**src/rtl/core/assert_macros.svh**
```systemverilog
// Assertion helpers shared by the RTL files that carry checks.
// Every macro samples on the rising edge of clock and stays quiet while reset is high.
`ifndef ASSERT_MACROS_SVH
`define ASSERT_MACROS_SVH

// Check that cons holds in the same cycle as ante.
`define CBRF_ASSERT_SAME(label, ante, cons, msg) \
   label: assert property (@(posedge clock) disable iff (reset) (ante) |-> (cons)) \
      else $error(msg);

// Check that cons holds in the cycle after ante.
`define CBRF_ASSERT_NEXT(label, ante, cons, msg) \
   label: assert property (@(posedge clock) disable iff (reset) (ante) |=> (cons)) \
      else $error(msg);

`endif

```
**src/rtl/core/cbrf_pkg.sv**
```systemverilog
package cbrf_pkg;

   // Fixed point format and step cap
   localparam int unsigned FRAC_BITS = 24;
   localparam int unsigned MAX_STEPS = 48;

   // Field widths
   localparam int unsigned VAL_W    = 32;
   localparam int unsigned TOL_W    = 31;
   localparam int unsigned STEP_W   = 6;

   // Shared multiplier: one 32-bit digit (plus sign) times the 32-bit abscissa
   localparam int unsigned DIG_W    = 32;
   localparam int unsigned DIG_SH   = $clog2(DIG_W);
   localparam int unsigned MUL_W    = DIG_W + 1 + VAL_W;
   localparam int unsigned OPND_W   = 3 * DIG_W;
   localparam int unsigned ACC_W    = OPND_W + 2;

   // Digit index of the signed top digit in each multiply pass
   localparam logic [1:0] P1_TOP_IDX = 2'd1;
   localparam logic [1:0] P2_TOP_IDX = 2'd2;

   localparam logic [TOL_W-1:0]  TOL_RESET     = TOL_W'(1678);

   typedef enum logic [1:0] {
      STATUS_CONVERGED      = 2'd0,
      STATUS_NO_SIGN_CHANGE = 2'd1,
      STATUS_STEP_CAP       = 2'd2
   } status_type;

   typedef struct packed {
      logic signed [VAL_W-1:0] low_end;
      logic signed [VAL_W-1:0] high_end;
   } req_payload_type;

   typedef struct packed {
      logic signed [VAL_W-1:0] root;
      status_type              status;
      logic [STEP_W-1:0]       step_count;
   } rsp_payload_type;

   // Controller to polynomial unit
   typedef struct packed {
      logic                    start;
      logic signed [VAL_W-1:0] x;
   } eval_cmd_type;

   // Polynomial unit to controller
   typedef struct packed {
      logic done;
      logic neg;
      logic zero;
   } eval_res_type;

endpackage

```
**src/rtl/core/cbrf_poly_eval.sv**
```systemverilog
module cbrf_poly_eval #(
   parameter int unsigned FRAC_BITS = cbrf_pkg::FRAC_BITS
) (
   input  logic                  clock,
   input  logic                  reset,
   input  cbrf_pkg::eval_cmd_type cmd,
   output cbrf_pkg::eval_res_type res
);
   import cbrf_pkg::*;

   // Polynomial constants scaled by 2^F, 2^(2F) and 2^(3F)
   localparam logic [VAL_W:0]   ONE_X   = (VAL_W + 1)'(1) << FRAC_BITS;
   localparam logic [ACC_W-1:0] INIT_P1 = ACC_W'(0) - (ACC_W'(1) << (2 * FRAC_BITS));
   localparam logic [ACC_W-1:0] INIT_P2 = ACC_W'(0) - (ACC_W'(1) << (3 * FRAC_BITS - 1));

   typedef enum logic [1:0] {
      E_IDLE,
      E_ISSUE,
      E_ADD
   } state_type;

   state_type               state_ff, state_in;
   logic signed [VAL_W-1:0] x_ff, x_in;
   logic [OPND_W-1:0]       m_ff, m_in;
   logic [ACC_W-1:0]        acc_ff, acc_in;
   logic signed [MUL_W-1:0] prod_ff, prod_in;
   logic                    prod_vld_ff, prod_vld_in;
   logic [1:0]              pidx_ff, pidx_in;
   logic [1:0]              idx_ff, idx_in;
   logic                    pass_ff, pass_in;
   eval_res_type            res_ff, res_in;

   logic [DIG_W-1:0]        digit;
   logic                    top_digit;
   logic signed [DIG_W:0]   mul_a;
   logic [ACC_W-1:0]        addend;
   logic [ACC_W-1:0]        sum;
   logic [VAL_W:0]          t1;

   // Select the current digit; only the top digit of a pass carries sign
   always_comb begin
      digit     = m_ff[{idx_ff, DIG_SH'(0)} +: DIG_W];
      top_digit = pass_ff ? (idx_ff == P2_TOP_IDX) : (idx_ff == P1_TOP_IDX);
      mul_a     = signed'({top_digit & digit[DIG_W-1], digit});
      prod_in   = MUL_W'(mul_a) * MUL_W'(x_ff);
   end

   // Align the registered partial product and accumulate
   always_comb begin
      addend = '0;
      if (prod_vld_ff) begin
         addend = {{(ACC_W-MUL_W){prod_ff[MUL_W-1]}}, prod_ff} << {pidx_ff, DIG_SH'(0)};
      end
      sum = acc_ff + addend;
      t1  = {cmd.x[VAL_W-1], cmd.x} + ONE_X;
   end

   // Sequence two multiply passes: (x + 1) * x - 1, then that times x - 1/2
   always_comb begin
      state_in    = state_ff;
      x_in        = x_ff;
      m_in        = m_ff;
      acc_in      = acc_ff;
      prod_vld_in = 1'b0;
      pidx_in     = pidx_ff;
      idx_in      = idx_ff;
      pass_in     = pass_ff;
      res_in      = res_ff;
      res_in.done = 1'b0;
      unique case (state_ff)
         E_IDLE: begin
            if (cmd.start) begin
               x_in     = cmd.x;
               m_in     = {{(OPND_W-VAL_W-1){t1[VAL_W]}}, t1};
               acc_in   = INIT_P1;
               pass_in  = 1'b0;
               idx_in   = '0;
               state_in = E_ISSUE;
            end
         end
         E_ISSUE: begin
            acc_in      = sum;
            prod_vld_in = 1'b1;
            pidx_in     = idx_ff;
            if (top_digit) begin
               state_in = E_ADD;
            end else begin
               idx_in = idx_ff + 2'd1;
            end
         end
         E_ADD: begin
            if (!pass_ff) begin
               m_in     = sum[OPND_W-1:0];
               acc_in   = INIT_P2;
               pass_in  = 1'b1;
               idx_in   = '0;
               state_in = E_ISSUE;
            end else begin
               acc_in      = sum;
               res_in.done = 1'b1;
               res_in.neg  = sum[ACC_W-1];
               res_in.zero = (sum == '0);
               state_in    = E_IDLE;
            end
         end
         default: begin
            state_in = E_IDLE;
         end
      endcase
   end

   always_ff @(posedge clock) begin
      if (reset) begin
         state_ff    <= E_IDLE;
         prod_vld_ff <= 1'b0;
         res_ff      <= '0;
      end else begin
         state_ff    <= state_in;
         prod_vld_ff <= prod_vld_in;
         res_ff      <= res_in;
      end
      x_ff    <= x_in;
      m_ff    <= m_in;
      acc_ff  <= acc_in;
      prod_ff <= prod_in;
      pidx_ff <= pidx_in;
      idx_ff  <= idx_in;
      pass_ff <= pass_in;
   end

   assign res = res_ff;

endmodule

```
**config.mk**
```make
export PLATFORM = sky130hd
export DESIGN_NAME = cbrf_poly_eval
export DESIGN_NICKNAME = d
export VERILOG_FILES = /design/src/rtl/core/assert_macros.svh /design/src/rtl/core/cbrf_pkg.sv /design/src/rtl/core/cbrf_poly_eval.sv
export SDC_FILE = /design/constraint.sdc
export NUM_CORES = 2
export LEC_CHECK = 0
export ABC_AREA = 0
export ABC_CLOCK_PERIOD_IN_PS = 11600
export BUFFER_PORTS_ARGS = -buffer_cell sky130_fd_sc_hd__buf_2
export CORE_ASPECT_RATIO = 1.4
export CORE_MARGIN = 10
export CORE_UTILIZATION = 62
export DETAILED_ROUTE_END_ITERATION = 8
export PLACE_DENSITY_LB_ADDON = 0.08
export SYNTH_ARGS = -nofsm -noshare
export SYNTH_HDL_FRONTEND = slang
export SYNTH_SLANG_ARGS = --single-unit
```
**constraint.sdc**
```tcl
create_clock -name clock -period 11.6 [get_ports clock]
set_clock_uncertainty 0.1 [all_clocks]
set_input_delay 1.16 -clock clock [delete_from_list [all_inputs] [get_ports clock]]
set_output_delay 1.16 -clock clock [all_outputs]
set_load 0.02 [all_outputs]
```
# Word level (Yosys, flattened, before mapping)
# Index checks and enable logic that the tools add are counted.
[word_totals]
ff_bits = 302
input_bits = 35
elab_cells = 60
[classes]
addsub = 3
multipliers = 1
n_eq_ne = 8
shift = 2
mux = 20
bitwise = 2
reduce_logical = 12
[op_table]
columns = ["operator", "count"]
rows = [
  ["$mux 98", 3],
  ["$pmux 98 s3", 1],
  ["$mux 96", 2],
  ["$pmux 96 s2", 1],
  ["$add 98x98->98", 1],
  ["$logic_not 98->1", 1],
  ["$shl 98x7->98", 1],
  ["$shiftx 96x8->32", 1],
  ["$mul 33x32->65", 1],
  ["$add 32x26->33 const B", 1],
  ["$pmux 2 s3", 2],
  ["$mux 2", 5],
  ["$reduce_and 2->1", 5],
  ["$ne 2x2->1 const B", 4],
  ["$eq 2x1->1 const B", 2],
  ["$eq 2x2->1 const B", 2],
  ["$mux 1", 4],
  ["$reduce_and 4->1", 1],
  ["$mux 3", 1],
  ["$reduce_and 3->1", 1],
  ["$reduce_bool 3->1", 1],
  ["$add 2x1->2 const B", 1],
  ["$logic_not 2->1", 1],
  ["$pmux 1 s2", 1],
  ["4 further kinds", 4],
]

# Longest topological paths before layout
[logic_depth]
ltp_word = 5
depth_mapped = 36
depth_no_buf = 32

# Worst setup path before layout
# OpenSTA, ideal clock, no wires.
[synth_path]
kind = "flip-flop to flip-flop"
from = "register idx_ff[1]"
to = "register prod_ff[62]"
setup_ps = 72
arrival_ps = 8955
t_required_ps = 11428
path_slack_ps = 2473
path_stages_with_launch = 34
path_buffers = 4
synth_period_minus_slack_ps = 9127
cell_sequence = "edfxtp_1 clkbuf_1 buf_1 mux2i_1 o21ai_0 clkbuf_1 and2_1 fa_1 fa_1 inv_1 fa_1 fa_1 inv_1 fa_1 fa_1 fa_1 inv_1 fa_1 inv_1 ha_1 buf_2 a21o_1 a21o_1 a221o_1 a31oi_1 o21ai_1 a31oi_2 a21oi_1 or4_1 a41o_1 a21oi_2 o31ai_1 o21ai_1 xnor2_1"
[synth_via]
elab_chain_cells = 4
[synth_lines]
columns = ["element", "line", "text"]
rows = [
  ["from (decl)", "cbrf_poly_eval.sv:29", "logic [1:0] idx_ff, idx_in;"],
  ["from (signal assigned)", "cbrf_poly_eval.sv:127", "idx_ff <= idx_in;"],
  ["branches (longest 3 deep; another with $shiftx 96x8->32)", "n/a", ""],
  ["$mul 33x32->65 (*)", "cbrf_poly_eval.sv:45", "prod_in = MUL_W'(mul_a) * MUL_W'(x_ff);"],
  ["net prod_in[62]", "cbrf_poly_eval.sv:26", "logic signed [MUL_W-1:0] prod_ff, prod_in;"],
  ["to (signal assigned)", "cbrf_poly_eval.sv:125", "prod_ff <= prod_in;"],
  ["to (decl)", "cbrf_poly_eval.sv:26", ""],
]
# Mark *: on every way through the listed nets, which the timed path passes.
# A chain may end at the register's enable or synchronous reset.

# Worst setup path after layout
[layout_path]
from = "register idx_ff[0]"
to = "register prod_ff[60]"
# Same word-level chain as after synthesis.

==> PnR_summary.wiki <==
{| class="wikitable"
! Metric !! Value
|-
| Clock Sink Count || roughly 300
|-
| Initial standard-cell utilization of the core || 0.623
|-
| Half-perimeter wire length of the detailed placement result || roughly 140 mm
|-
| # H-tree levels || 2
|-
| Setup repair after global routing missed its margin || false
|-
| Number of antenna violations at the first check in global routing || 7
|-
| Hold-critical path depth || 2
|-
| Final Hold Vio Count || 0
|-
| Remaining routing DRC violations || 0
|-
| Post-Route Hold Slack || around 0.40 ns
|-
| Total grt overflow || 0
|-
| Global-route wire length before repair || ~270 mm
|-
| Share of the synthesized area in the top cell type || 0.399
|-
| Maximum cell stage delay along the critical path || about 0.67 ns
|-
| Initial drt markers || around 3.4k
|-
| PostCTS Resize Cnt || 0
|-
| Net count after synthesis || roughly 7.4k
|-
| Post-route minimum period || just under 10 ns
|-
| Pre-Repair DR Iteration Count || 6
|-
| Setup Viol. Count Final || 0
|-
| WP data required || between 10 and 15 ns
|-
| Cell Count, Final, Fillers Out || approximately 7k
|-
| Total of flip-flops plus latches after synthesis || ~300
|-
| Number of primary I/O pins || 38
|-
| Slew @ Worst Pin || approximately 1.3 ns
|-
| Synthesized area per cell || roughly 9.3 um2
|-
| Nets || 7,263
|-
| Number of buffers added by the clock tree synthesis step || 34
|-
| Worst slew margin || 0.127
|-
| Detailed-route wire length || about 170 mm
|-
| Buffers and inverters on the worst path || 5
|-
| Sum Neg Setup Slack || 0 ns
|-
| Largest net degree at the start of global routing || between 80 and 90
|-
| Via count of the routed design || 42.3k
|-
| Crit path DAT || between 10 and 15 ns
|-
| Worst r2r path cells || 29
|-
| Combined global-route utilization of all metal layers || 0.341
|-
| Number of inserted filler cells in the final layout || between 7k and 8k
|-
| Synth Flop Type || edfxtp_1
|-
| Ratio of cells with drive above 1 in the final layout || 0.0508
|-
| Most frequent cells in the layout || 1,113 x fa_1, 1,024 x inv_1, 788 x nand2_1, 618 x and2_1, 288 x ha_1
|-
| Post-DRT Antenna Nets || 0
|-
| Library cell contributing the largest single delay on the critical path || o21ai_2
|-
| Number of instances in the synthesized netlist || around 6k
|-
| Min-delay src || res[1]
|-
| Crit-path max FO || 30
|-
| Wire length per cell after detailed routing || between 20 and 25 um
|-
| Height of the die || roughly 380 um
|-
| Routability congestion estimate from global placement || between 1 and 1.5
|-
| Combined area of the multi-input logic cells || between 40,000 and 50,000 um2
|-
| Slack of the worst reg-to-reg path || roughly 1.7 ns
|-
| Most area-consuming cells after synthesis || fa_1 40%, edfxtp_1 12%, and2_1 6.9%, inv_1 6.9%, ha_1 6.5%
|-
| Detailed-route vias per instance || approximately 6
|-
| Post-synthesis cell type with the largest combined area || fa_1
|-
| Status || finished, final reports clean
|-
| X dimension of the die || roughly 270 um
|-
| Final Cycle Share || 0.856
|-
| Number of hold buffers added after CTS || 0
|-
| Launch instance of the worst register-to-register path || idx_ff[0]
|-
| Nature of the critical path endpoint || register
|-
| Leading cell type in the layout, fill and taps excluded || fa_1
|-
| Layout Utilization || 0.651
|-
| Worst Path Class, Setup || reg -> reg
|-
| TritonCTS clock tree || done
|-
| FP Rows || 130
|-
| Crit-path most repeated cell || fa_1
|-
| CTS root buf || clkbuf_16
|-
| Die Area || 103,000 um2
|-
| Core area || 89,600 um2
|-
| FF+latch area || 8360 um2
|-
| Cell Area, Synth || roughly 56,000 um2
|-
| Buffer count from post-CTS setup fixing || 0
|-
| Max-cap check violation count || 0
|-
| Buffers added on ports || 37
|-
| Capture point of the worst reg-to-reg path || prod_ff[60]
|-
| Sequential-to-total area share from yosys stat || 0.150
|-
| Gate family responsible for the most delay along the worst path || adder cells
|-
| Synthesis Warnings || 0
|-
| Final number of max-transition violations || 0
|-
| Number of synthesized flops with an enable pin || between 200 and 250
|-
| Clock latency on the worst-skew pair || between 0.5 and 0.6 ns
|-
| Vias in the first global route || approximately 45k
|-
| Worst-path clk slew || around 0.06 ns
|-
| End of the worst hold path || res[1]
|-
| Crit path launch type || register
|-
| Upper clock frequency limit || approximately 100 MHz
|-
| Share of flip-flops with an asynchronous set or reset after synthesis || 0
|-
| Number of placed cells counting well taps || 6,978
|-
| Worst hold-check path type || reg -> reg
|-
| Unique cell type count in the Yosys netlist || 93
|-
| Area added between synthesis and finish || 4.42%
|-
| Bufs on Longest Clock Path || 3
|}
per-layer routing:
| metal | vias up | part of all wire | GRT usage | wire length (um) |
|---|---|---|---|---|
| li1 | 18300 | - | - | - |
| met1 | 21700 | 0.38 | 0.435 | 64600 |
| met2 | 1794 | 0.49 | 0.567 | 83400 |
| met3 | 464 | 0.074 | 0.0456 | 12600 |
| met4 | 6 | 0.059 | 0.168 | 10200 |
| met5 | - | 0.00027 | 0 | 46 |
cell families (layout without fill, tap and decap cells):
logic type / Yosys count / in the layout / share of synthesized area
adder cells (fa/ha/maj): 1402 / 1402 / 0.464
XOR/XNOR: 167 / 167 / 0.0262
buffers and inverters: 1355 / 1229 / 0.0921
flip-flops: 302 / 302 / 0.150
multiplexers: 77 / 77 / 0.0140
other: 0 / 6 / 0
AO/OA/AOI/OAI: 784 / 784 / 0.0875
AND/OR/NAND/NOR: 1891 / 1891 / 0.167
worst min-delay path, delay by kind of cell, from the launching register on:
family | cells | cell delay, ns
simple gates | 1 | 0.09
flops | 1 | 0.30
compound gates | 1 | 0.06
registers in the layout, summed over array words and instances (netlist names):
signal	count
prod_vld_ff	1
state_ff	2
prod_ff	65
pass_ff	1
pidx_ff	2
res	3
x_ff	32
acc_ff	98
m_ff	96
idx_ff	2
stage by stage:
stage,worst slack (ns),cell area [um2]
detailed placement,1.73,57200
finish,1.67,58300
global placement,1.84,57200
global route,1.12,58300
CTS,1.69,58300
floorplan,2.47,55900
layout make-up:
class,instances,area share
timing repair buffer,141,0.0169
tap,1188,0.0255
inverter,1026,0.0660
antenna,6,0.000257
sequential,302,0.143
clock buffer,41,0.0154
clock inverter,21,0.00345
multi-input combinational,4321,0.729
synth_stat cells, types with 18 or more instances:
| cell | n |
|---|---|
| o21a_1 | 28 |
| clkbuf_1 | 295 |
| inv_1 | 1024 |
| nand4_1 | 55 |
| and3_1 | 21 |
| a31oi_1 | 22 |
| o21bai_1 | 27 |
| nor4_1 | 18 |
| nor3_1 | 23 |
| a21oi_1 | 212 |
| xnor2_1 | 104 |
| nor2b_1 | 28 |
| ha_1 | 289 |
| o21ai_1 | 21 |
| xor2_1 | 63 |
| mux2i_1 | 67 |
| fa_1 | 1113 |
| nand2_1 | 788 |
| nand3_1 | 53 |
| nor2_1 | 210 |
| edfxtp_1 | 231 |
| o21ai_0 | 258 |
| dfxtp_1 | 71 |
| nand2b_1 | 28 |
| a21o_1 | 63 |
| and2_1 | 619 |
worst max-delay path by stage:
stage	start	to	slack, ns	depth (start not counted)
floorplan	idx_ff[1]	prod_ff[62]	2.47	33
global placement	idx_ff[0]	prod_ff[62]	1.84	29
detailed placement	idx_ff[0]	prod_ff[60]	1.73	28
CTS	idx_ff[0]	prod_ff[62]	1.69	29
global route	idx_ff[0]	prod_ff[60]	1.12	33
finish	idx_ff[0]	prod_ff[60]	1.67	29
Power is not shown: default switching activity piles up to over one toggle a cycle in this logic, so the estimate is an artifact.
